===== src/rtl/oadc_pkg.sv =====
// Shared types and constants for the obstacle-avoiding drive controller.
// Holds the command codes, direction and phase codes, register map and the
// classified request record passed between the front end and the back end.
package oadc_pkg;

	// Received command characters.
	localparam logic [7:0] CHR_AUTO  = 8'h41; // 'A'
	localparam logic [7:0] CHR_PAUSE = 8'h50; // 'P'
	localparam logic [7:0] CHR_FRONT = 8'h46; // 'F'
	localparam logic [7:0] CHR_BACK  = 8'h42; // 'B'
	localparam logic [7:0] CHR_LEFT  = 8'h4C; // 'L'
	localparam logic [7:0] CHR_RIGHT = 8'h52; // 'R'
	localparam logic [7:0] CHR_STOP  = 8'h53; // 'S'

	// Register reset values.
	localparam logic [7:0]  RST_CENTER_STOP = 8'd30;
	localparam logic [7:0]  RST_SIDE_NEAR   = 8'd20;
	localparam logic [15:0] RST_STOP_WAIT   = 16'd100;
	localparam logic [15:0] RST_AVOID_TURN  = 16'd300;
	localparam logic [6:0]  RST_CRUISE      = 7'd30;
	localparam logic [6:0]  RST_TURN        = 7'd50;
	localparam logic [6:0]  RST_MANUAL      = 7'd100;

	localparam int unsigned CFG_IDX_W  = 3;
	localparam int unsigned CFG_DATA_W = 16;

	typedef enum logic [CFG_IDX_W-1:0] {
		REG_CENTER_STOP = 3'd0,
		REG_SIDE_NEAR   = 3'd1,
		REG_STOP_WAIT   = 3'd2,
		REG_AVOID_TURN  = 3'd3,
		REG_CRUISE      = 3'd4,
		REG_TURN        = 3'd5,
		REG_MANUAL      = 3'd6
	} cfg_idx_t;

	typedef enum logic [2:0] {
		DIR_FRONT = 3'd0,
		DIR_BACK  = 3'd1,
		DIR_LEFT  = 3'd2,
		DIR_RIGHT = 3'd3,
		DIR_STOP  = 3'd4
	} dir_t;

	typedef enum logic [1:0] {
		PH_SCAN  = 2'd0,
		PH_STOP  = 2'd1,
		PH_AVOID = 2'd2
	} phase_t;

	typedef enum logic [2:0] {
		CMD_AUTO,
		CMD_PAUSE,
		CMD_FRONT,
		CMD_BACK,
		CMD_LEFT,
		CMD_RIGHT,
		CMD_STOP,
		CMD_OTHER
	} cmd_kind_t;

	typedef struct packed {
		logic [7:0]  center_stop_cm;
		logic [7:0]  side_near_cm;
		logic [15:0] stop_wait_ms;
		logic [15:0] avoid_turn_ms;
		logic [6:0]  cruise_speed;
		logic [6:0]  turn_speed;
		logic [6:0]  manual_speed;
	} cfg_t;

	// One classified request as queued between front end and back end.
	typedef struct packed {
		logic       is_tick;
		logic [7:0] cmd_byte;
		cmd_kind_t  kind;
		logic       center_near;
		logic       left_near;
		logic       right_near;
		logic       left_wider;
	} item_t;

endpackage


===== src/rtl/oadc_if.sv =====
// Request and result channel interfaces of the drive controller.
// Plain valid/ready channels; no package dependency.
interface oadc_req_if;
	logic       valid;
	logic       ready;
	logic       req_type;
	logic [7:0] cmd_byte;
	logic [7:0] dist_left;
	logic [7:0] dist_center;
	logic [7:0] dist_right;

	modport source (output valid, req_type, cmd_byte, dist_left, dist_center, dist_right,
		input ready);
	modport sink (input valid, req_type, cmd_byte, dist_left, dist_center, dist_right,
		output ready);
endinterface

interface oadc_rsp_if;
	logic       valid;
	logic       ready;
	logic       echo_valid;
	logic [7:0] echo_byte;
	logic       drive_valid;
	logic [2:0] drive_dir;
	logic [6:0] drive_speed;
	logic       auto_active;
	logic [1:0] phase;

	modport source (output valid, echo_valid, echo_byte, drive_valid, drive_dir,
		drive_speed, auto_active, phase, input ready);
	modport sink (input valid, echo_valid, echo_byte, drive_valid, drive_dir,
		drive_speed, auto_active, phase, output ready);
endinterface


===== src/rtl/obstacle_avoid_drive_controller_core.sv =====
// An accepted request goes into the queue, then from its head into the result
// register. Throughput: one request per cycle sustained while results are taken;
// the back end retires one queued request per cycle into a free result register,
// and the queue depth sets how many are absorbed while the result side stalls.
// Reset: registers return to defaults, manual mode, stop phase, timer zero,
// queue empty and no result pending.
module obstacle_avoid_drive_controller_core #(
	parameter int unsigned QUEUE_DEPTH = 2
) (
	input  logic                             clk,
	input  logic                             arst_n,
	oadc_req_if.sink                         req,
	oadc_rsp_if.source                       rsp,
	input  logic                             cfg_we,
	input  logic [oadc_pkg::CFG_IDX_W-1:0]   cfg_index,
	input  logic [oadc_pkg::CFG_DATA_W-1:0]  cfg_wdata
);

	oadc_pkg::cfg_t  cfg_q;
	logic            push;
	logic            pop;
	logic            full;
	logic            head_valid;
	oadc_pkg::item_t push_item;
	oadc_pkg::item_t head;

	// Configuration registers.
	always_ff @(posedge clk or negedge arst_n) begin
		if (!arst_n) begin
			cfg_q.center_stop_cm <= oadc_pkg::RST_CENTER_STOP;
			cfg_q.side_near_cm   <= oadc_pkg::RST_SIDE_NEAR;
			cfg_q.stop_wait_ms   <= oadc_pkg::RST_STOP_WAIT;
			cfg_q.avoid_turn_ms  <= oadc_pkg::RST_AVOID_TURN;
			cfg_q.cruise_speed   <= oadc_pkg::RST_CRUISE;
			cfg_q.turn_speed     <= oadc_pkg::RST_TURN;
			cfg_q.manual_speed   <= oadc_pkg::RST_MANUAL;
		end else if (cfg_we) begin
			unique case (cfg_index)
				oadc_pkg::REG_CENTER_STOP: cfg_q.center_stop_cm <= cfg_wdata[7:0];
				oadc_pkg::REG_SIDE_NEAR:   cfg_q.side_near_cm   <= cfg_wdata[7:0];
				oadc_pkg::REG_STOP_WAIT:   cfg_q.stop_wait_ms   <= cfg_wdata;
				oadc_pkg::REG_AVOID_TURN:  cfg_q.avoid_turn_ms  <= cfg_wdata;
				oadc_pkg::REG_CRUISE:      cfg_q.cruise_speed   <= cfg_wdata[6:0];
				oadc_pkg::REG_TURN:        cfg_q.turn_speed     <= cfg_wdata[6:0];
				oadc_pkg::REG_MANUAL:      cfg_q.manual_speed   <= cfg_wdata[6:0];
				default: begin
				end
			endcase
		end
	end

	// Front end classifies requests into the queue.
	oadc_front u_front (
		.req  (req),
		.cfg  (cfg_q),
		.full (full),
		.push (push),
		.item (push_item)
	);

	// Queue between front end and back end.
	oadc_fifo #(
		.DEPTH (QUEUE_DEPTH)
	) u_fifo (
		.clk        (clk),
		.arst_n     (arst_n),
		.push       (push),
		.push_item  (push_item),
		.pop        (pop),
		.full       (full),
		.head_valid (head_valid),
		.head       (head)
	);

	// Back end runs the mode and phase logic and drives the result channel.
	oadc_back u_back (
		.clk        (clk),
		.arst_n     (arst_n),
		.cfg        (cfg_q),
		.head_valid (head_valid),
		.head       (head),
		.pop        (pop),
		.rsp        (rsp)
	);

endmodule


===== src/rtl/oadc_front.sv =====
// Front end: accepts requests and classifies them into queue records.
// Depends on oadc_pkg and the request interface in oadc_if.
module oadc_front (
	oadc_req_if.sink      req,
	input  oadc_pkg::cfg_t cfg,
	input  logic           full,
	output logic           push,
	output oadc_pkg::item_t item
);

	oadc_pkg::cmd_kind_t kind;

	// A request is taken whenever the queue has room.
	assign req.ready = !full;
	assign push      = req.valid && !full;

	// Decode the command character.
	always_comb begin
		unique case (req.cmd_byte)
			oadc_pkg::CHR_AUTO:  kind = oadc_pkg::CMD_AUTO;
			oadc_pkg::CHR_PAUSE: kind = oadc_pkg::CMD_PAUSE;
			oadc_pkg::CHR_FRONT: kind = oadc_pkg::CMD_FRONT;
			oadc_pkg::CHR_BACK:  kind = oadc_pkg::CMD_BACK;
			oadc_pkg::CHR_LEFT:  kind = oadc_pkg::CMD_LEFT;
			oadc_pkg::CHR_RIGHT: kind = oadc_pkg::CMD_RIGHT;
			oadc_pkg::CHR_STOP:  kind = oadc_pkg::CMD_STOP;
			default:             kind = oadc_pkg::CMD_OTHER;
		endcase
	end

	// Distance checks. A zero reading never counts as near.
	always_comb begin
		item.is_tick     = req.req_type;
		item.cmd_byte    = req.cmd_byte;
		item.kind        = kind;
		item.center_near = (req.dist_center != 8'd0) && (req.dist_center < cfg.center_stop_cm);
		item.left_near   = (req.dist_left != 8'd0) && (req.dist_left < cfg.side_near_cm);
		item.right_near  = (req.dist_right != 8'd0) && (req.dist_right < cfg.side_near_cm);
		item.left_wider  = req.dist_left > req.dist_right;
	end

endmodule


===== src/rtl/oadc_fifo.sv =====
// Short request queue between the front end and the back end.
// Depends on oadc_pkg for the queued record type.
module oadc_fifo #(
	parameter int unsigned DEPTH = 2
) (
	input  logic            clk,
	input  logic            arst_n,
	input  logic            push,
	input  oadc_pkg::item_t push_item,
	input  logic            pop,
	output logic            full,
	output logic            head_valid,
	output oadc_pkg::item_t head
);

	localparam int unsigned PW = (DEPTH > 1) ? $clog2(DEPTH) : 1;
	localparam int unsigned CW = $clog2(DEPTH + 1);

	oadc_pkg::item_t entry_q [DEPTH];
	logic [PW-1:0]   wr_ptr_q;
	logic [PW-1:0]   rd_ptr_q;
	logic [CW-1:0]   count_q;

	assign full       = (count_q == CW'(DEPTH));
	assign head_valid = (count_q != '0);
	assign head       = entry_q[rd_ptr_q];

	// Pointers and fill count.
	always_ff @(posedge clk or negedge arst_n) begin
		if (!arst_n) begin
			wr_ptr_q <= '0;
			rd_ptr_q <= '0;
			count_q  <= '0;
		end else begin
			if (push) begin
				wr_ptr_q <= (wr_ptr_q == PW'(DEPTH - 1)) ? '0 : wr_ptr_q + 1'b1;
			end
			if (pop) begin
				rd_ptr_q <= (rd_ptr_q == PW'(DEPTH - 1)) ? '0 : rd_ptr_q + 1'b1;
			end
			if (push && !pop) begin
				count_q <= count_q + 1'b1;
			end else if (pop && !push) begin
				count_q <= count_q - 1'b1;
			end
		end
	end

	// Entry storage.
	always_ff @(posedge clk) begin
		if (push) begin
			entry_q[wr_ptr_q] <= push_item;
		end
	end

endmodule


===== src/rtl/oadc_back.sv =====
// Back end: carries out queued requests on the mode and phase state and
// holds the result register. Depends on oadc_pkg and oadc_rsp_if.
module oadc_back (
	input  logic            clk,
	input  logic            arst_n,
	input  oadc_pkg::cfg_t  cfg,
	input  logic            head_valid,
	input  oadc_pkg::item_t head,
	output logic            pop,
	oadc_rsp_if.source      rsp
);

	logic                auto_mode_q;
	oadc_pkg::phase_t    phase_q;
	logic [15:0]         elapsed_q;
	logic                rsp_valid_q;
	logic                echo_valid_q;
	logic [7:0]          echo_byte_q;
	logic                drive_valid_q;
	oadc_pkg::dir_t      drive_dir_q;
	logic [6:0]          drive_speed_q;

	logic                nxt_mode;
	oadc_pkg::phase_t    nxt_phase;
	logic [15:0]         nxt_elapsed;
	logic [15:0]         bumped;
	logic                nxt_echo_valid;
	logic [7:0]          nxt_echo_byte;
	logic                nxt_drive_valid;
	oadc_pkg::dir_t      nxt_dir;
	logic [6:0]          nxt_speed;

	// The result register frees up when it is empty or being taken.
	assign pop = head_valid && (!rsp_valid_q || rsp.ready);

	// Saturating phase timer increment.
	assign bumped = (elapsed_q == 16'hFFFF) ? elapsed_q : elapsed_q + 16'd1;

	// Next state and result for the request at the queue head.
	always_comb begin
		nxt_mode        = auto_mode_q;
		nxt_phase       = phase_q;
		nxt_elapsed     = elapsed_q;
		nxt_echo_valid  = 1'b0;
		nxt_echo_byte   = 8'd0;
		nxt_drive_valid = 1'b0;
		nxt_dir         = oadc_pkg::DIR_FRONT;
		nxt_speed       = 7'd0;
		if (!head.is_tick) begin
			nxt_echo_valid = 1'b1;
			nxt_echo_byte  = head.cmd_byte;
			if (head.kind == oadc_pkg::CMD_AUTO) begin
				nxt_mode  = 1'b1;
				nxt_phase = oadc_pkg::PH_SCAN;
			end
			if (head.kind == oadc_pkg::CMD_PAUSE) begin
				nxt_mode        = 1'b0;
				nxt_phase       = oadc_pkg::PH_SCAN;
				nxt_drive_valid = 1'b1;
				nxt_dir         = oadc_pkg::DIR_STOP;
			end
			// Manual drive commands act only outside auto mode.
			if (!nxt_mode) begin
				case (head.kind)
					oadc_pkg::CMD_FRONT: begin
						nxt_drive_valid = 1'b1;
						nxt_dir         = oadc_pkg::DIR_FRONT;
						nxt_speed       = cfg.manual_speed;
					end
					oadc_pkg::CMD_BACK: begin
						nxt_drive_valid = 1'b1;
						nxt_dir         = oadc_pkg::DIR_BACK;
						nxt_speed       = cfg.manual_speed;
					end
					oadc_pkg::CMD_LEFT: begin
						nxt_drive_valid = 1'b1;
						nxt_dir         = oadc_pkg::DIR_LEFT;
						nxt_speed       = cfg.manual_speed;
					end
					oadc_pkg::CMD_RIGHT: begin
						nxt_drive_valid = 1'b1;
						nxt_dir         = oadc_pkg::DIR_RIGHT;
						nxt_speed       = cfg.manual_speed;
					end
					oadc_pkg::CMD_STOP: begin
						nxt_drive_valid = 1'b1;
						nxt_dir         = oadc_pkg::DIR_STOP;
					end
					default: begin
					end
				endcase
			end
		end else if (auto_mode_q) begin
			unique case (phase_q)
				oadc_pkg::PH_SCAN: begin
					nxt_drive_valid = 1'b1;
					if (head.center_near) begin
						nxt_dir     = oadc_pkg::DIR_STOP;
						nxt_elapsed = 16'd0;
						nxt_phase   = oadc_pkg::PH_STOP;
					end else if (head.left_near) begin
						nxt_dir   = oadc_pkg::DIR_RIGHT;
						nxt_speed = cfg.cruise_speed;
					end else if (head.right_near) begin
						nxt_dir   = oadc_pkg::DIR_LEFT;
						nxt_speed = cfg.cruise_speed;
					end else begin
						nxt_dir   = oadc_pkg::DIR_FRONT;
						nxt_speed = cfg.cruise_speed;
					end
				end
				oadc_pkg::PH_STOP: begin
					nxt_elapsed = bumped;
					if (bumped >= cfg.stop_wait_ms) begin
						nxt_drive_valid = 1'b1;
						nxt_dir         = head.left_wider ? oadc_pkg::DIR_LEFT
							: oadc_pkg::DIR_RIGHT;
						nxt_speed       = cfg.turn_speed;
						nxt_elapsed     = 16'd0;
						nxt_phase       = oadc_pkg::PH_AVOID;
					end
				end
				oadc_pkg::PH_AVOID: begin
					nxt_elapsed = bumped;
					if (bumped >= cfg.avoid_turn_ms) begin
						nxt_phase = oadc_pkg::PH_SCAN;
					end
				end
				default: begin
				end
			endcase
		end
	end

	// Control state and result valid.
	always_ff @(posedge clk or negedge arst_n) begin
		if (!arst_n) begin
			auto_mode_q <= 1'b0;
			phase_q     <= oadc_pkg::PH_STOP;
			elapsed_q   <= 16'd0;
			rsp_valid_q <= 1'b0;
		end else begin
			if (pop) begin
				auto_mode_q <= nxt_mode;
				phase_q     <= nxt_phase;
				elapsed_q   <= nxt_elapsed;
				rsp_valid_q <= 1'b1;
			end else if (rsp.ready) begin
				rsp_valid_q <= 1'b0;
			end
		end
	end

	// Result payload.
	always_ff @(posedge clk) begin
		if (pop) begin
			echo_valid_q  <= nxt_echo_valid;
			echo_byte_q   <= nxt_echo_byte;
			drive_valid_q <= nxt_drive_valid;
			drive_dir_q   <= nxt_dir;
			drive_speed_q <= nxt_speed;
		end
	end

	assign rsp.valid       = rsp_valid_q;
	assign rsp.echo_valid  = echo_valid_q;
	assign rsp.echo_byte   = echo_byte_q;
	assign rsp.drive_valid = drive_valid_q;
	assign rsp.drive_dir   = drive_dir_q;
	assign rsp.drive_speed = drive_speed_q;
	assign rsp.auto_active = auto_mode_q;
	assign rsp.phase       = phase_q;

	// A tick in manual mode leaves mode, phase and timer alone.
	a_manual_tick_idle: assert property (@(posedge clk) disable iff (!arst_n)
		(pop && head.is_tick && !auto_mode_q)
		|=> ($stable(auto_mode_q) && $stable(phase_q) && $stable(elapsed_q)))
		else $error("manual tick changed auto state");

	// Every taken request produces a result; echo only for commands.
	a_result_loaded: assert property (@(posedge clk) disable iff (!arst_n)
		pop |=> (rsp.valid && (rsp.echo_valid == !$past(head.is_tick))))
		else $error("result register not loaded as expected");

	// Leaving the stop phase for avoid always issues a turn.
	a_avoid_turns: assert property (@(posedge clk) disable iff (!arst_n)
		(pop && auto_mode_q && head.is_tick && phase_q == oadc_pkg::PH_STOP
			&& nxt_phase == oadc_pkg::PH_AVOID)
		|-> (nxt_drive_valid && nxt_speed == cfg.turn_speed
			&& (nxt_dir == oadc_pkg::DIR_LEFT || nxt_dir == oadc_pkg::DIR_RIGHT)))
		else $error("avoid entered without a turn command");

endmodule


===== src/flat_wrapper.sv =====
// flat-port wrapper written by rule: the top's interface ports become plain ports
module obstacle_avoid_drive_controller_core_flat 
#(
	parameter int unsigned QUEUE_DEPTH = 2
)
  (clk, arst_n, cfg_we, cfg_index, cfg_wdata, req_valid, req_req_type, req_cmd_byte, req_dist_left, req_dist_center, req_dist_right, req_ready, rsp_valid, rsp_echo_valid, rsp_echo_byte, rsp_drive_valid, rsp_drive_dir, rsp_drive_speed, rsp_auto_active, rsp_phase, rsp_ready);
  oadc_req_if req_i ();
  oadc_rsp_if rsp_i ();
  input  logic clk;
  input  logic arst_n;
  input  logic cfg_we;
  input  logic [oadc_pkg::CFG_IDX_W-1:0] cfg_index;
  input  logic [oadc_pkg::CFG_DATA_W-1:0] cfg_wdata;
  input wire logic [$bits(req_i.valid)-1:0] req_valid;
  input wire logic [$bits(req_i.req_type)-1:0] req_req_type;
  input wire logic [$bits(req_i.cmd_byte)-1:0] req_cmd_byte;
  input wire logic [$bits(req_i.dist_left)-1:0] req_dist_left;
  input wire logic [$bits(req_i.dist_center)-1:0] req_dist_center;
  input wire logic [$bits(req_i.dist_right)-1:0] req_dist_right;
  output wire logic [$bits(req_i.ready)-1:0] req_ready;
  output wire logic [$bits(rsp_i.valid)-1:0] rsp_valid;
  output wire logic [$bits(rsp_i.echo_valid)-1:0] rsp_echo_valid;
  output wire logic [$bits(rsp_i.echo_byte)-1:0] rsp_echo_byte;
  output wire logic [$bits(rsp_i.drive_valid)-1:0] rsp_drive_valid;
  output wire logic [$bits(rsp_i.drive_dir)-1:0] rsp_drive_dir;
  output wire logic [$bits(rsp_i.drive_speed)-1:0] rsp_drive_speed;
  output wire logic [$bits(rsp_i.auto_active)-1:0] rsp_auto_active;
  output wire logic [$bits(rsp_i.phase)-1:0] rsp_phase;
  input wire logic [$bits(rsp_i.ready)-1:0] rsp_ready;
  assign req_i.valid = req_valid;
  assign req_i.req_type = req_req_type;
  assign req_i.cmd_byte = req_cmd_byte;
  assign req_i.dist_left = req_dist_left;
  assign req_i.dist_center = req_dist_center;
  assign req_i.dist_right = req_dist_right;
  assign req_ready = req_i.ready;
  assign rsp_valid = rsp_i.valid;
  assign rsp_echo_valid = rsp_i.echo_valid;
  assign rsp_echo_byte = rsp_i.echo_byte;
  assign rsp_drive_valid = rsp_i.drive_valid;
  assign rsp_drive_dir = rsp_i.drive_dir;
  assign rsp_drive_speed = rsp_i.drive_speed;
  assign rsp_auto_active = rsp_i.auto_active;
  assign rsp_phase = rsp_i.phase;
  assign rsp_i.ready = rsp_ready;
  obstacle_avoid_drive_controller_core #(.QUEUE_DEPTH(QUEUE_DEPTH)) u_core (.clk(clk), .arst_n(arst_n), .req(req_i), .rsp(rsp_i), .cfg_we(cfg_we), .cfg_index(cfg_index), .cfg_wdata(cfg_wdata));
endmodule

===== config.mk =====
export PLATFORM = sky130hd
export DESIGN_NAME = obstacle_avoid_drive_controller_core_flat
export DESIGN_NICKNAME = d
export VERILOG_FILES = /design/src/rtl/oadc_pkg.sv /design/src/rtl/oadc_if.sv /design/src/rtl/obstacle_avoid_drive_controller_core.sv /design/src/rtl/oadc_front.sv /design/src/rtl/oadc_fifo.sv /design/src/rtl/oadc_back.sv /design/src/flat_wrapper.sv
export SDC_FILE = /design/constraint.sdc
export NUM_CORES = 1
export LEC_CHECK = 0
export ABC_AREA = 1
export BUFFER_PORTS_ARGS = -buffer_cell sky130_fd_sc_hd__buf_2
export CAP_MARGIN = 20
export CORE_MARGIN = 4
export CORE_UTILIZATION = 65
export CTS_BUF_LIST = sky130_fd_sc_hd__clkbuf_8
export CTS_CLUSTER_DIAMETER = 100
export DETAILED_ROUTE_END_ITERATION = 16
export GPL_TIMING_DRIVEN = 0
export PLACE_DENSITY_LB_ADDON = 0.3
export SYNTH_ARGS = -nofsm -noshare
export SYNTH_HDL_FRONTEND = slang
export SYNTH_SLANG_ARGS = --single-unit

===== constraint.sdc =====
create_clock -name clk -period 4.5 [get_ports clk]
set_clock_uncertainty 0.1 [all_clocks]
set_input_delay 1.35 -clock clk [delete_from_list [all_inputs] [get_ports clk]]
set_output_delay 1.35 -clock clk [all_outputs]
set_load 0.02 [all_outputs]

==> key figures, run 1 <==
Flow run
  – Max-Cap Viols: 0

Floorplan
  – Cell Rows: 40
  – Ports: 82
  – Starting Density: 66.4%
  – Total Die Area: 14,000 um^2
  – Die width: 119 um
  – Chip Height: 119 um
  – Core area: 12,000 um^2

Timing
  – Final min period: 3590 ps
  – Final setup viols: 0
  – Final setup TNS: 0 ps
  – RSZ-0062 raised after global routing: no
  – Max Slew Vio Count: 0
  – Slew @ Worst Pin: 1030 ps
  – WHS: 388 ps
  – Fin crit share: 79.8%
  – Fmax: 278 MHz
  – Max transition margin: 31.0%
  – Hold Fails Final Rpt: 0

Synthesis
  – Post-Synthesis Cells: 926
  – Yosys cell types: 43
  – Syn Area/Cell: 8.58 um^2
  – Synth Register Bits: 145
  – Syn. warnings: 0
  – Post-Syn Nets: 1,050
  – Sequential area share after synthesis: 49.3%
  – Mapped Area: 7940 um^2

Route
  – Residual DRC count: 0
  – Antenna-violating nets left: 0
  – DRT Pass-1 Iters: 6
  – Routed WL per cell: 14.5 um
  – Routed vias/inst: 5.36
  – WL final: 17.3 mm
  – DR iter-0 viols: 534
  – Via count: 6,369

Layout
  – Nets: 1,153
  – N_diodes: 0
  – Area Overhead vs Synth: 12.8%
  – Fillers: 841
  – Fraction of layout cells with a size suffix above 1: 15.4%

Global route
  – Vias in the first global route: 6,269
  – Overall Global Routing Usage: 25.9%
  – Largest net degree at the start of global routing: 75
  – Total gr overflow: 0
  – Initial antenna violation count: 0
  – First-pass GRT wire length: 29.2 mm

Power and ir drop
  – PwrDens: 532 nW/um^2
  – Int Pwr: 2.89 mW
  – Sw Ratio: 39.3%
  – Comb pwr share: 37.9%
  – Clock network fraction of total power: 20.8%
  – P_leak: 4.56 nW
  – VDD IR max: 0.000383 V
  – Switching Power: 1.87 mW
  – Seq pwr share: 41.2%

Worst setup path
  – Req. time, crit path: 4590 ps
  – Setup Crit Path Kind: flop to flop
  – Worst setup SP type: flop
  – CP max FO: 10
  – WP data arrival: 3680 ps
  – CP Capture Type: flop

Clocking
  – CTS root buffer: clkbuf_8
  – Clk buf depth: 2
  – CTS tree: done
  – H-tree levels: 4
  – Hold_buf cts: 0
  – Clock-pin slew on the worst setup and hold paths: 80 ps
  – Post-CTS Repair Setup Buffers: 0
  – Clk_lat worst skew: 460 ps
  – Total clock sinks: 145
  – Total CTS buffers: 17
  – CTS resizes: 0

Placement
  – Final Wtd Congestion: 0.842
  – Port buffer count: 81
  – HPWL Detailed: 12.5 mm

Hold path
  – Class of the worst hold path: flop to flop

Status
  – Status: finished clean
[power groups by stage]
stage | clock network, mW | logic, mW | registers [mW]
4_1_cts | 1.00 | 1.80 | 1.96
3_3_place_gp | 0 | 1.71 | 1.98
5_1_grt | 1.06 | 2.06 | 2.00
2_1_floorplan | 0 | 1.15 | 2.09
6_report | 0.993 | 1.80 | 1.96
3_5_place_dp | 0 | 1.79 | 1.99
[registers in the layout, summed over array words and instances (netlist names)]
| register | count |
|---|---|
| u_core.u_back.rsp.drive_dir | 3 |
| u_core.u_fifo.wr_ptr_q | 1 |
| u_core.u_back.rsp.drive_speed | 7 |
| u_core.u_back.rsp.echo_byte | 8 |
| u_core.u_back.rsp.phase | 2 |
| u_core.u_back.rsp.auto_active | 1 |
| u_core.u_back.rsp.valid | 1 |
| u_core.u_back.rsp.drive_valid | 1 |
| u_core.u_back.elapsed_q | 16 |
| u_core.u_back.rsp.echo_valid | 1 |
| u_core.u_fifo.rd_ptr_q | 1 |
| u_core.cfg_q | 69 |
| u_core.u_fifo.entry_q | 32 |
| u_core.u_fifo.count_q | 2 |
[per-stage QoR]
stage	util [%]	total power [mW]	instance area [um^2]	worst slack [ps]	instances
3_5_place_dp	71.7	3.78	8580	930	1157
5_1_grt	74.9	5.13	8950	573	1189
4_1_cts	74.9	4.77	8950	918	1189
6_report	74.9	4.76	8950	908	1189
3_3_place_gp	71.3	3.69	8530	959	1154
2_1_floorplan	-	3.25	7940	1590	926
[cells in the mapped netlist (all sizes together)]
master | count | area [um^2]
nand2 | 284 | 1070
inv | 141 | 534
o21ai | 100 | 519
dfrtp | 69 | 1730
ha | 67 | 838
edfxtp | 52 | 1560
nor2 | 47 | 204
nand3 | 37 | 198
a21oi | 27 | 150
dfstp | 24 | 631
clkbuf | 15 | 56.3
xor2 | 12 | 105
nand4 | 9 | 56.3
nor3 | 7 | 35.0
nor4 | 6 | 37.5
or2 | 5 | 33.8
buf | 4 | 26.3
a21boi | 3 | 22.5
a221oi | 3 | 26.3
o211ai | 3 | 22.5
o22ai | 2 | 12.5
xnor2 | 2 | 17.5
a21o | 1 | 7.51
and2 | 1 | 6.26
nor3b | 1 | 7.51
o211a | 1 | 10.0
o21a | 1 | 7.51
o221ai | 1 | 8.76
o31a | 1 | 8.76
[cell usage in the layout, fill, tap and decap left out, drive strengths merged, types with 27 or more instances in the layout]
| cell | count |
|---|---|
| a21oi | 27 |
| buf | 88 |
| clkbuf | 32 |
| dfrtp | 69 |
| edfxtp | 52 |
| ha | 67 |
| inv | 145 |
| nand2 | 284 |
| nand3 | 37 |
| nor2 | 47 |
| o21ai | 100 |
[critical path: stages (launching register included)]
cell and delay (ps):
dfrtp_1 430, ha_1 210, nand2_1 90, nor2_2 200
nand2_1 110, nor2_2 130, nand2_1 140, buf_2 220
nand2_1 190, ha_1 280, nand2_1 70, nand2_1 50
nand2_1 50, nand2_1 50, nor2_1 110, nand2_1 70
nand2_1 130, nand2_1 70, nand2_1 100, inv_1 160
o21ai_0 200, o21ai_0 150
[final cells by class]
| class | count | area [um^2] | share of cell area [%] |
|---|---|---|---|
| repair buffers | 84 | 450 | 5.03 |
| flip-flops and latches | 145 | 3920 | 43.8 |
| well taps | 147 | 184 | 2.05 |
| clock inverters | 15 | 145 | 1.62 |
| inverters | 141 | 534 | 5.97 |
| multi-input cells | 621 | 3410 | 38.0 |
| clock buffers | 17 | 234 | 2.61 |
| plain buffers | 19 | 82.6 | 0.922 |
[kinds of logic (layout without fill, tap and decap cells)]
family | count (synthesis) | after routing | share of synthesized area, %
buf+inv | 160 | 276 | 7.77
simple gates | 397 | 397 | 20.8
compound gates | 143 | 143 | 10.0
xor+xnor | 14 | 14 | 1.54
fa+ha+maj | 67 | 67 | 10.6
flops | 145 | 145 | 49.3
[worst paths after layout]
check                           cells past startpoint                       endpoint  slack (ps)                       start
worst max-delay path                               21  u_core.u_back.rsp.drive_valid         910  u_core.u_back.elapsed_q[0]
worst min-delay path                                2               u_core.cfg_q[40]         390            u_core.cfg_q[40]
worst max register to register                     21  u_core.u_back.rsp.drive_valid         910  u_core.u_back.elapsed_q[0]
worst min register to register                      2               u_core.cfg_q[40]         390            u_core.cfg_q[40]
max in group asynchronous                           2               u_core.cfg_q[64]        2950                      arst_n
min in group asynchronous                           1     u_core.u_back.elapsed_q[9]         660                      arst_n
[layer usage]
layer  routed length (um)  part of all wire, %  GRT usage (%)
met5                    0                    0              0
met4                  425                  2.5           10.2
met3                  931                  5.4           6.12
met2                 8080                   47           41.1
met1                 7820                   45           34.6
Power figures use the tool's default switching activity.
==> run 2: changes to the inputs <==
- CORE_UTILIZATION: 65 -> 61
- clock period: 4.5 -> 3.8 ns (I/O delays scaled with it)
==> run 2 against run 1 <==
Compared with the run above: worst hold slack lost 3.0 ps; global-route usage fell by 1.0 points; first-iteration DRC count is 9.4% lower; sequential power increased by 19%; sequential share of layout area decreased by 0.31 points; utilization fell by 3.7 points; sequential cell count unchanged; combinational power rose by 19%; fmax increased by 3.1%; critical endpoint is now u_core.u_back.rsp.drive_speed[2]; largest cell class unchanged.
==> key figures, run 2 (synthesis gave the netlist of run 1 again) <==
Clocking
  – Clk_lat worst skew: 440 ps
  – Hold_buf cts: 0
  – Total clock sinks: 145
  – H-tree levels: 4
  – Total CTS buffers: 17
  – Clk buf depth: 2
  – Post-CTS Repair Setup Buffers: 0
  – CTS resizes: 0
  – CTS root buffer: clkbuf_8
  – CTS tree: done
  – Clock-pin slew on the worst setup and hold paths: 80 ps

Layout
  – Commonest non-fill, non-tap cell in the layout: nand2_1
  – N_diodes: 0
  – Fillers: 1,012
  – Nets: 1,153
  – Most flops, register: u_core.cfg_q
  – Regs by FF count: u_core.cfg_q x69, u_core.u_fifo.entry_q x32, u_core.u_back.elapsed_q x16
  – Final Core Density: 71.2%
  – Most frequent cells in the layout: nand2_1, inv_1, o21ai_0, buf_2, dfrtp_1
  – Fraction of layout cells with a size suffix above 1: 15.6%
  – Area Overhead vs Synth: 13.6%
  – Final std cells w/o fill: 1,214
  – Largest register FFs: 69

Placement
  – Placed cells: 1,182
  – HPWL Detailed: 12.9 mm
  – Final Wtd Congestion: 0.837
  – Port buffer count: 81

Route
  – Antenna-violating nets left: 0
  – DR iter-0 viols: 484
  – DRT Pass-1 Iters: 5
  – Routed WL per cell: 14.2 um
  – Via count: 6,400
  – Routed vias/inst: 5.27
  – Residual DRC count: 0
  – WL final: 17.2 mm

Global route
  – Overall Global Routing Usage: 24.9%
  – First-pass GRT wire length: 29.0 mm
  – Initial antenna violation count: 0
  – Vias in the first global route: 6,031
  – Largest net degree at the start of global routing: 60
  – Total gr overflow: 0

Worst setup path
  – Endpoint of the worst register-to-register path: u_core.u_back.rsp.drive_speed[2]
  – Reg2reg setup slack: 320 ps
  – Critical Path Start: u_core.u_back.elapsed_q[0]
  – CP max stage cell: dfrtp_1
  – CP Capture Type: flop
  – Worst path bufs/invs: 2
  – Critical Path Most Common Cell: nand2_1
  – Worst Reg-to-Reg Cells: 21
  – Req. time, crit path: 3890 ps
  – Delay-heaviest family, CP: simple AND/OR/NAND/NOR gates
  – CP Capture Point: u_core.u_back.rsp.drive_speed[2]
  – Worst path depth: 21
  – WP data arrival: 3570 ps
  – CP max FO: 10
  – Crit path cell chain: ha_1 > nand2_1 > nor2_2 > nand2_1 > nor2_2 > nand2_1 > buf_2 > nand2_1 > ha_1 > nand2_1 > nand2_1 > nand2_1 > a21oi_1 > nor2_2 > nand2_1 > nand2_1 > inv_2 > nand2_1 > nand2_1 > nand2_1 > nand2_1
  – Critical R2R Launch: u_core.u_back.elapsed_q[0]
  – Critical Path Max Stage Delay: 420 ps
  – Worst setup SP type: flop
  – Setup Crit Path Kind: flop to flop

Timing
  – Final setup TNS: 0 ps
  – Slew @ Worst Pin: 1000 ps
  – Max Slew Vio Count: 0
  – RSZ-0062 raised after global routing: no
  – Fin crit share: 91.7%
  – Max transition margin: 33.1%
  – Hold Fails Final Rpt: 0
  – Final min period: 3480 ps
  – Fmax: 287 MHz
  – Final setup viols: 0

Floorplan
  – Die width: 122 um
  – Starting Density: 62.7%
  – Ports: 82
  – Chip Height: 122 um
  – Core area: 12,700 um^2
  – Total Die Area: 14,900 um^2
  – Cell Rows: 41

Power and ir drop
  – P_leak: 4.57 nW
  – VDD IR max: 0.000365 V
  – Pwr Total: 5.71 mW
  – PwrDens: 633 nW/um^2

Hold path
  – Class of the worst hold path: flop to flop
  – Min-delay src: u_core.cfg_q[45]

Flow run
  – Max-Cap Viols: 0

Status
  – Status: finished clean
run 2: power by group:
part	leakage [nW]	switching (mW)	internal [mW]	total, mW
Clock	0.205	0.565	0.652	1.22
Sequential	1.62	0.209	2.14	2.34
Combinational	2.75	1.43	0.720	2.15
Total	4.57	2.20	3.51	5.71
run 2: worst reg2reg max path: stages (launching register included):
cell	delay, ps
dfrtp_1	420
ha_1	210
nand2_1	90
nor2_2	190
nand2_1	130
nor2_2	150
nand2_1	150
buf_2	240
nand2_1	210
ha_1	290
nand2_1	80
nand2_1	50
nand2_1	60
a21oi_1	80
nor2_2	170
nand2_1	70
nand2_1	120
inv_2	110
nand2_1	70
nand2_1	70
nand2_1	70
nand2_1	80
run 2: worst min-delay path by stage:
stage / slack, ps / end / cells past startpoint
2_1_floorplan: 350 / u_core.cfg_q[61] / 2
3_3_place_gp: 370 / u_core.cfg_q[4] / 2
3_5_place_dp: 370 / u_core.cfg_q[45] / 2
4_1_cts: 390 / u_core.cfg_q[45] / 2
5_1_grt: 410 / u_core.cfg_q[5] / 2
6_report: 380 / u_core.cfg_q[45] / 2
run 2: through the flow:
stage / hold slack [ps] / cell area [um^2] / setup WS [ps]
after floorplan: 348 / 7940 / 952
after global placement: 366 / 8560 / 362
after detailed placement: 373 / 8610 / 323
after CTS: 390 / 9010 / 257
after global routing: 406 / 9020 / 31.2
final: 385 / 9020 / 317
run 2: cell type report:
type                            instances  area, um^2  share of cell area [%]
Timing Repair Buffer                   84         454                    5.04
Clock inverter                         14         148                    1.64
Buffer                                 19        82.6                   0.916
Sequential cell                       145        3920                    43.5
Clock buffer                           18         248                    2.75
Tap cell                              172         215                    2.39
Multi-Input combinational cell        621        3420                    37.9
Inverter                              141         534                    5.92
run 2: per-layer routing:
layer | up-vias | routed length [um] | part of all wire [%] | GRT usage (%)
met5 | - | 0 | 0 | 0
met4 | 0 | 193 | 1.1 | 7.63
met3 | 13 | 1030 | 6.0 | 5.15
met2 | 157 | 8200 | 48 | 39.5
met1 | 3018 | 7830 | 45 | 34.8
li1 | 3212 | - | - | -
==> run 3: changes to the inputs <==
- ABC_AREA: 1 -> not set
- CORE_UTILIZATION: 61 -> 40
==> run 3 against run 2 <==
Compared with the run above: worst hold slack better by 22 ps; worst setup slack got worse by 200 ps; fmax fell by 5.5%; critical path type unchanged; largest cell class unchanged; largest power group unchanged; highest routed layer unchanged.
==> key figures, run 3 <==
Status
  – Status: finished clean

Power and ir drop
  – Seq pwr share: 43.6%
  – Clock network fraction of total power: 25.3%
  – Int Pwr: 3.41 mW
  – PwrDens: 564 nW/um^2
  – Sw Ratio: 34.5%
  – P_leak: 4.01 nW
  – Pwr Total: 5.20 mW
  – Comb pwr share: 31.1%
  – VDD IR max: 0.000272 V
  – Switching Power: 1.79 mW

Clocking
  – CTS tree: done
  – CTS root buffer: clkbuf_8
  – Clk_lat worst skew: 460 ps
  – Total clock sinks: 145
  – H-tree levels: 4
  – Total CTS buffers: 17
  – Clk buf depth: 2
  – Hold_buf cts: 0
  – Clock-pin slew on the worst setup and hold paths: 80 ps

Synthesis
  – Synth Area in Simple Gates: 11.6%
  – Top cell type's share of synthesized area: 22.4%
  – Syn. warnings: 0
  – FFs w/ async S/R, synth: 64.1%
  – Largest family of logic cells by synthesized area: compound AO/OA/AOI/OAI gates
  – Yosys cell types: 59
  – Main synth FF type: dfrtp_1
  – Synth Area in XOR/XNOR: 1.71%
  – Sequential area share after synthesis: 50.9%
  – Synth top area cells: dfrtp_1, edfxtp_1, ha_1, dfstp_2, mux2_2
  – Top-count cell post-synth: nand2_1
  – Post-Syn Nets: 820
  – Syn Area/Cell: 11.1 um^2
  – Compound-gate portion of the synthesized area: 12.0%
  – Adder-Cell Fraction of Synth Area: 10.9%
  – Post-Synthesis Cells: 696
  – Mapped Area: 7700 um^2
  – Number of synthesized flops with an enable pin: 52
  – Cell taking the most area after synthesis: dfrtp_1
  – Most frequent cells after synthesis: nand2_1, dfrtp_1, ha_1
  – Mux share of post-synthesis cell area: 8.79%
  – Synth Register Bits: 145

Global route
  – Largest net degree at the start of global routing: 61
  – Overall Global Routing Usage: 16.1%
  – Initial antenna violation count: 0
  – First-pass GRT wire length: 27.6 mm
  – Vias in the first global route: 5,403
  – Total gr overflow: 0

Layout
  – Commonest non-fill, non-tap cell in the layout: buf_2
  – N_diodes: 0
  – Area Overhead vs Synth: 19.6%
  – Final std cells w/o fill: 1,086
  – Final Core Density: 48.9%
  – Largest register FFs: 69
  – Most frequent cells in the layout: buf_2, nand2_1, inv_1, ha_1, dfrtp_1
  – Fraction of layout cells with a size suffix above 1: 28.7%
  – Regs by FF count: u_core.cfg_q x69, u_core.u_fifo.entry_q x32, u_core.u_back.elapsed_q x16
  – Most flops, register: u_core.cfg_q
  – Fillers: 1,703
  – Post-route cell area: 9220 um^2
  – Nets: 937

Timing
  – Final worst slack: 115 ps
  – WHS: 406 ps
  – Max Slew Vio Count: 0
  – Final setup TNS: 0 ps
  – Hold Fails Final Rpt: 0
  – Max transition margin: 32.2%
  – Slew @ Worst Pin: 1010 ps
  – Final setup viols: 0
  – Fin crit share: 97.0%
  – Final min period: 3680 ps
  – Fmax: 271 MHz

Flow run
  – Max-Cap Viols: 0

Worst setup path
  – Req. time, crit path: 4040 ps
  – Worst setup SP type: flop
  – Reg2reg setup slack: 120 ps
  – WP data arrival: 3920 ps
  – Setup Crit Path Kind: flop to flop
  – CP max FO: 9
  – Critical R2R Launch: u_core.u_back.elapsed_q[3]
  – CP Capture Type: flop
  – Worst Reg-to-Reg Cells: 16
  – Endpoint of the worst register-to-register path: u_core.u_back.elapsed_q[10]

Hold path
  – Worst Hold End: u_core.cfg_q[30]
  – Class of the worst hold path: flop to flop
  – Hold path depth: 1
  – Min-delay src: u_core.cfg_q[30]

Floorplan
  – Die width: 147 um
  – Cell Rows: 50
  – Core area: 18,800 um^2
  – Total Die Area: 21,500 um^2
  – Ports: 82
  – Starting Density: 40.9%
  – Chip Height: 147 um

Placement
  – Placed cells: 1,037
  – Dpl ws: -784 ps
  – Port buffer count: 79
  – HPWL Detailed: 12.0 mm
  – Final Wtd Congestion: 0.823
  – Post-Place Cell Area: 8470 um^2

Route
  – DR iter-0 viols: 299
  – Antenna-violating nets left: 0
  – DRT Pass-1 Iters: 5
  – WL final: 17.0 mm
  – Via count: 5,528
  – Routed vias/inst: 5.09
  – Residual DRC count: 0
  – Routed WL per cell: 15.6 um
==> run 3: metal layers <==
layer	vias to the layer above	part of all wire, %	global-route usage, %
li1	2749	-	-
met1	2651	47	22.2
met2	112	48	25.7
met3	16	3.8	3.36
met4	0	1.2	4.80
met5	-	0	0
==> run 3: timing repair <==
item | CTS | global route
setup buffers | 9 | 6
pin swaps | 11 | 10
cloned | 0 | 2
endpoints found under the setup margin | 28 | 28
gates resized for setup | 17 | 29
==> run 3: layout make-up <==
| cell class | instances | area [um^2] | area share (%) |
|---|---|---|---|
| Clock buffer | 17 | 234 | 2.54 |
| Timing Repair Buffer | 97 | 552 | 5.99 |
| Clock inverter | 15 | 193 | 2.09 |
| Sequential cell | 145 | 3930 | 42.6 |
| Inverter | 64 | 240 | 2.61 |
| Multi-Input combinational cell | 471 | 3670 | 39.8 |
| Buffer | 17 | 80.1 | 0.869 |
| Tap cell | 260 | 325 | 3.53 |
==> run 3: critical path: stages, from the launching register on <==
cell     delay [ps]
dfrtp_1         360
buf_4           160
nand4_1          80
buf_6           140
nor3_4           50
a21oi_2         220
nand4_1         170
and2_4          190
or2_4           270
ha_4            270
and4_1          180
nand2_2          80
or4_4           490
a41oi_4         230
nor2_4           80
buf_6           140
a221o_1         340
==> run 3: kinds of logic after synthesis <==
logic type,count (synthesis)
xor gates and xnor gates,15
AOI/OAI and AO/OA,145
muxes,62
and+or+nand+nor,181
buffers and inverters,81
DFF,145
adders and majority gates,67
==> run 3: how the worst max path moves through the flow <==
stage,startpoint,to,depth (start not counted)
4_1_cts,u_core.u_back.elapsed_q[3],u_core.u_back.elapsed_q[4],17
2_1_floorplan,u_core.u_back.elapsed_q[0],u_core.u_back.elapsed_q[10],15
6_report,u_core.u_back.elapsed_q[3],u_core.u_back.elapsed_q[10],16
3_3_place_gp,u_core.u_back.elapsed_q[3],u_core.u_back.rsp.drive_speed[2],12
3_5_place_dp,u_core.u_back.elapsed_q[3],u_core.u_back.rsp.drive_speed[2],12
5_1_grt,u_core.u_back.elapsed_q[1],u_core.u_back.elapsed_q[13],15
==> run 3: power by group through the flow <==
stage          clock network, mW  registers, mW  logic (mW)
2_1_floorplan                  0           2.42       0.945
3_3_place_gp                   0           2.29        1.53
3_5_place_dp                   0           2.30        1.57
4_1_cts                     1.35           2.27        1.60
5_1_grt                     1.42           2.32        1.81
6_report                    1.32           2.27        1.62
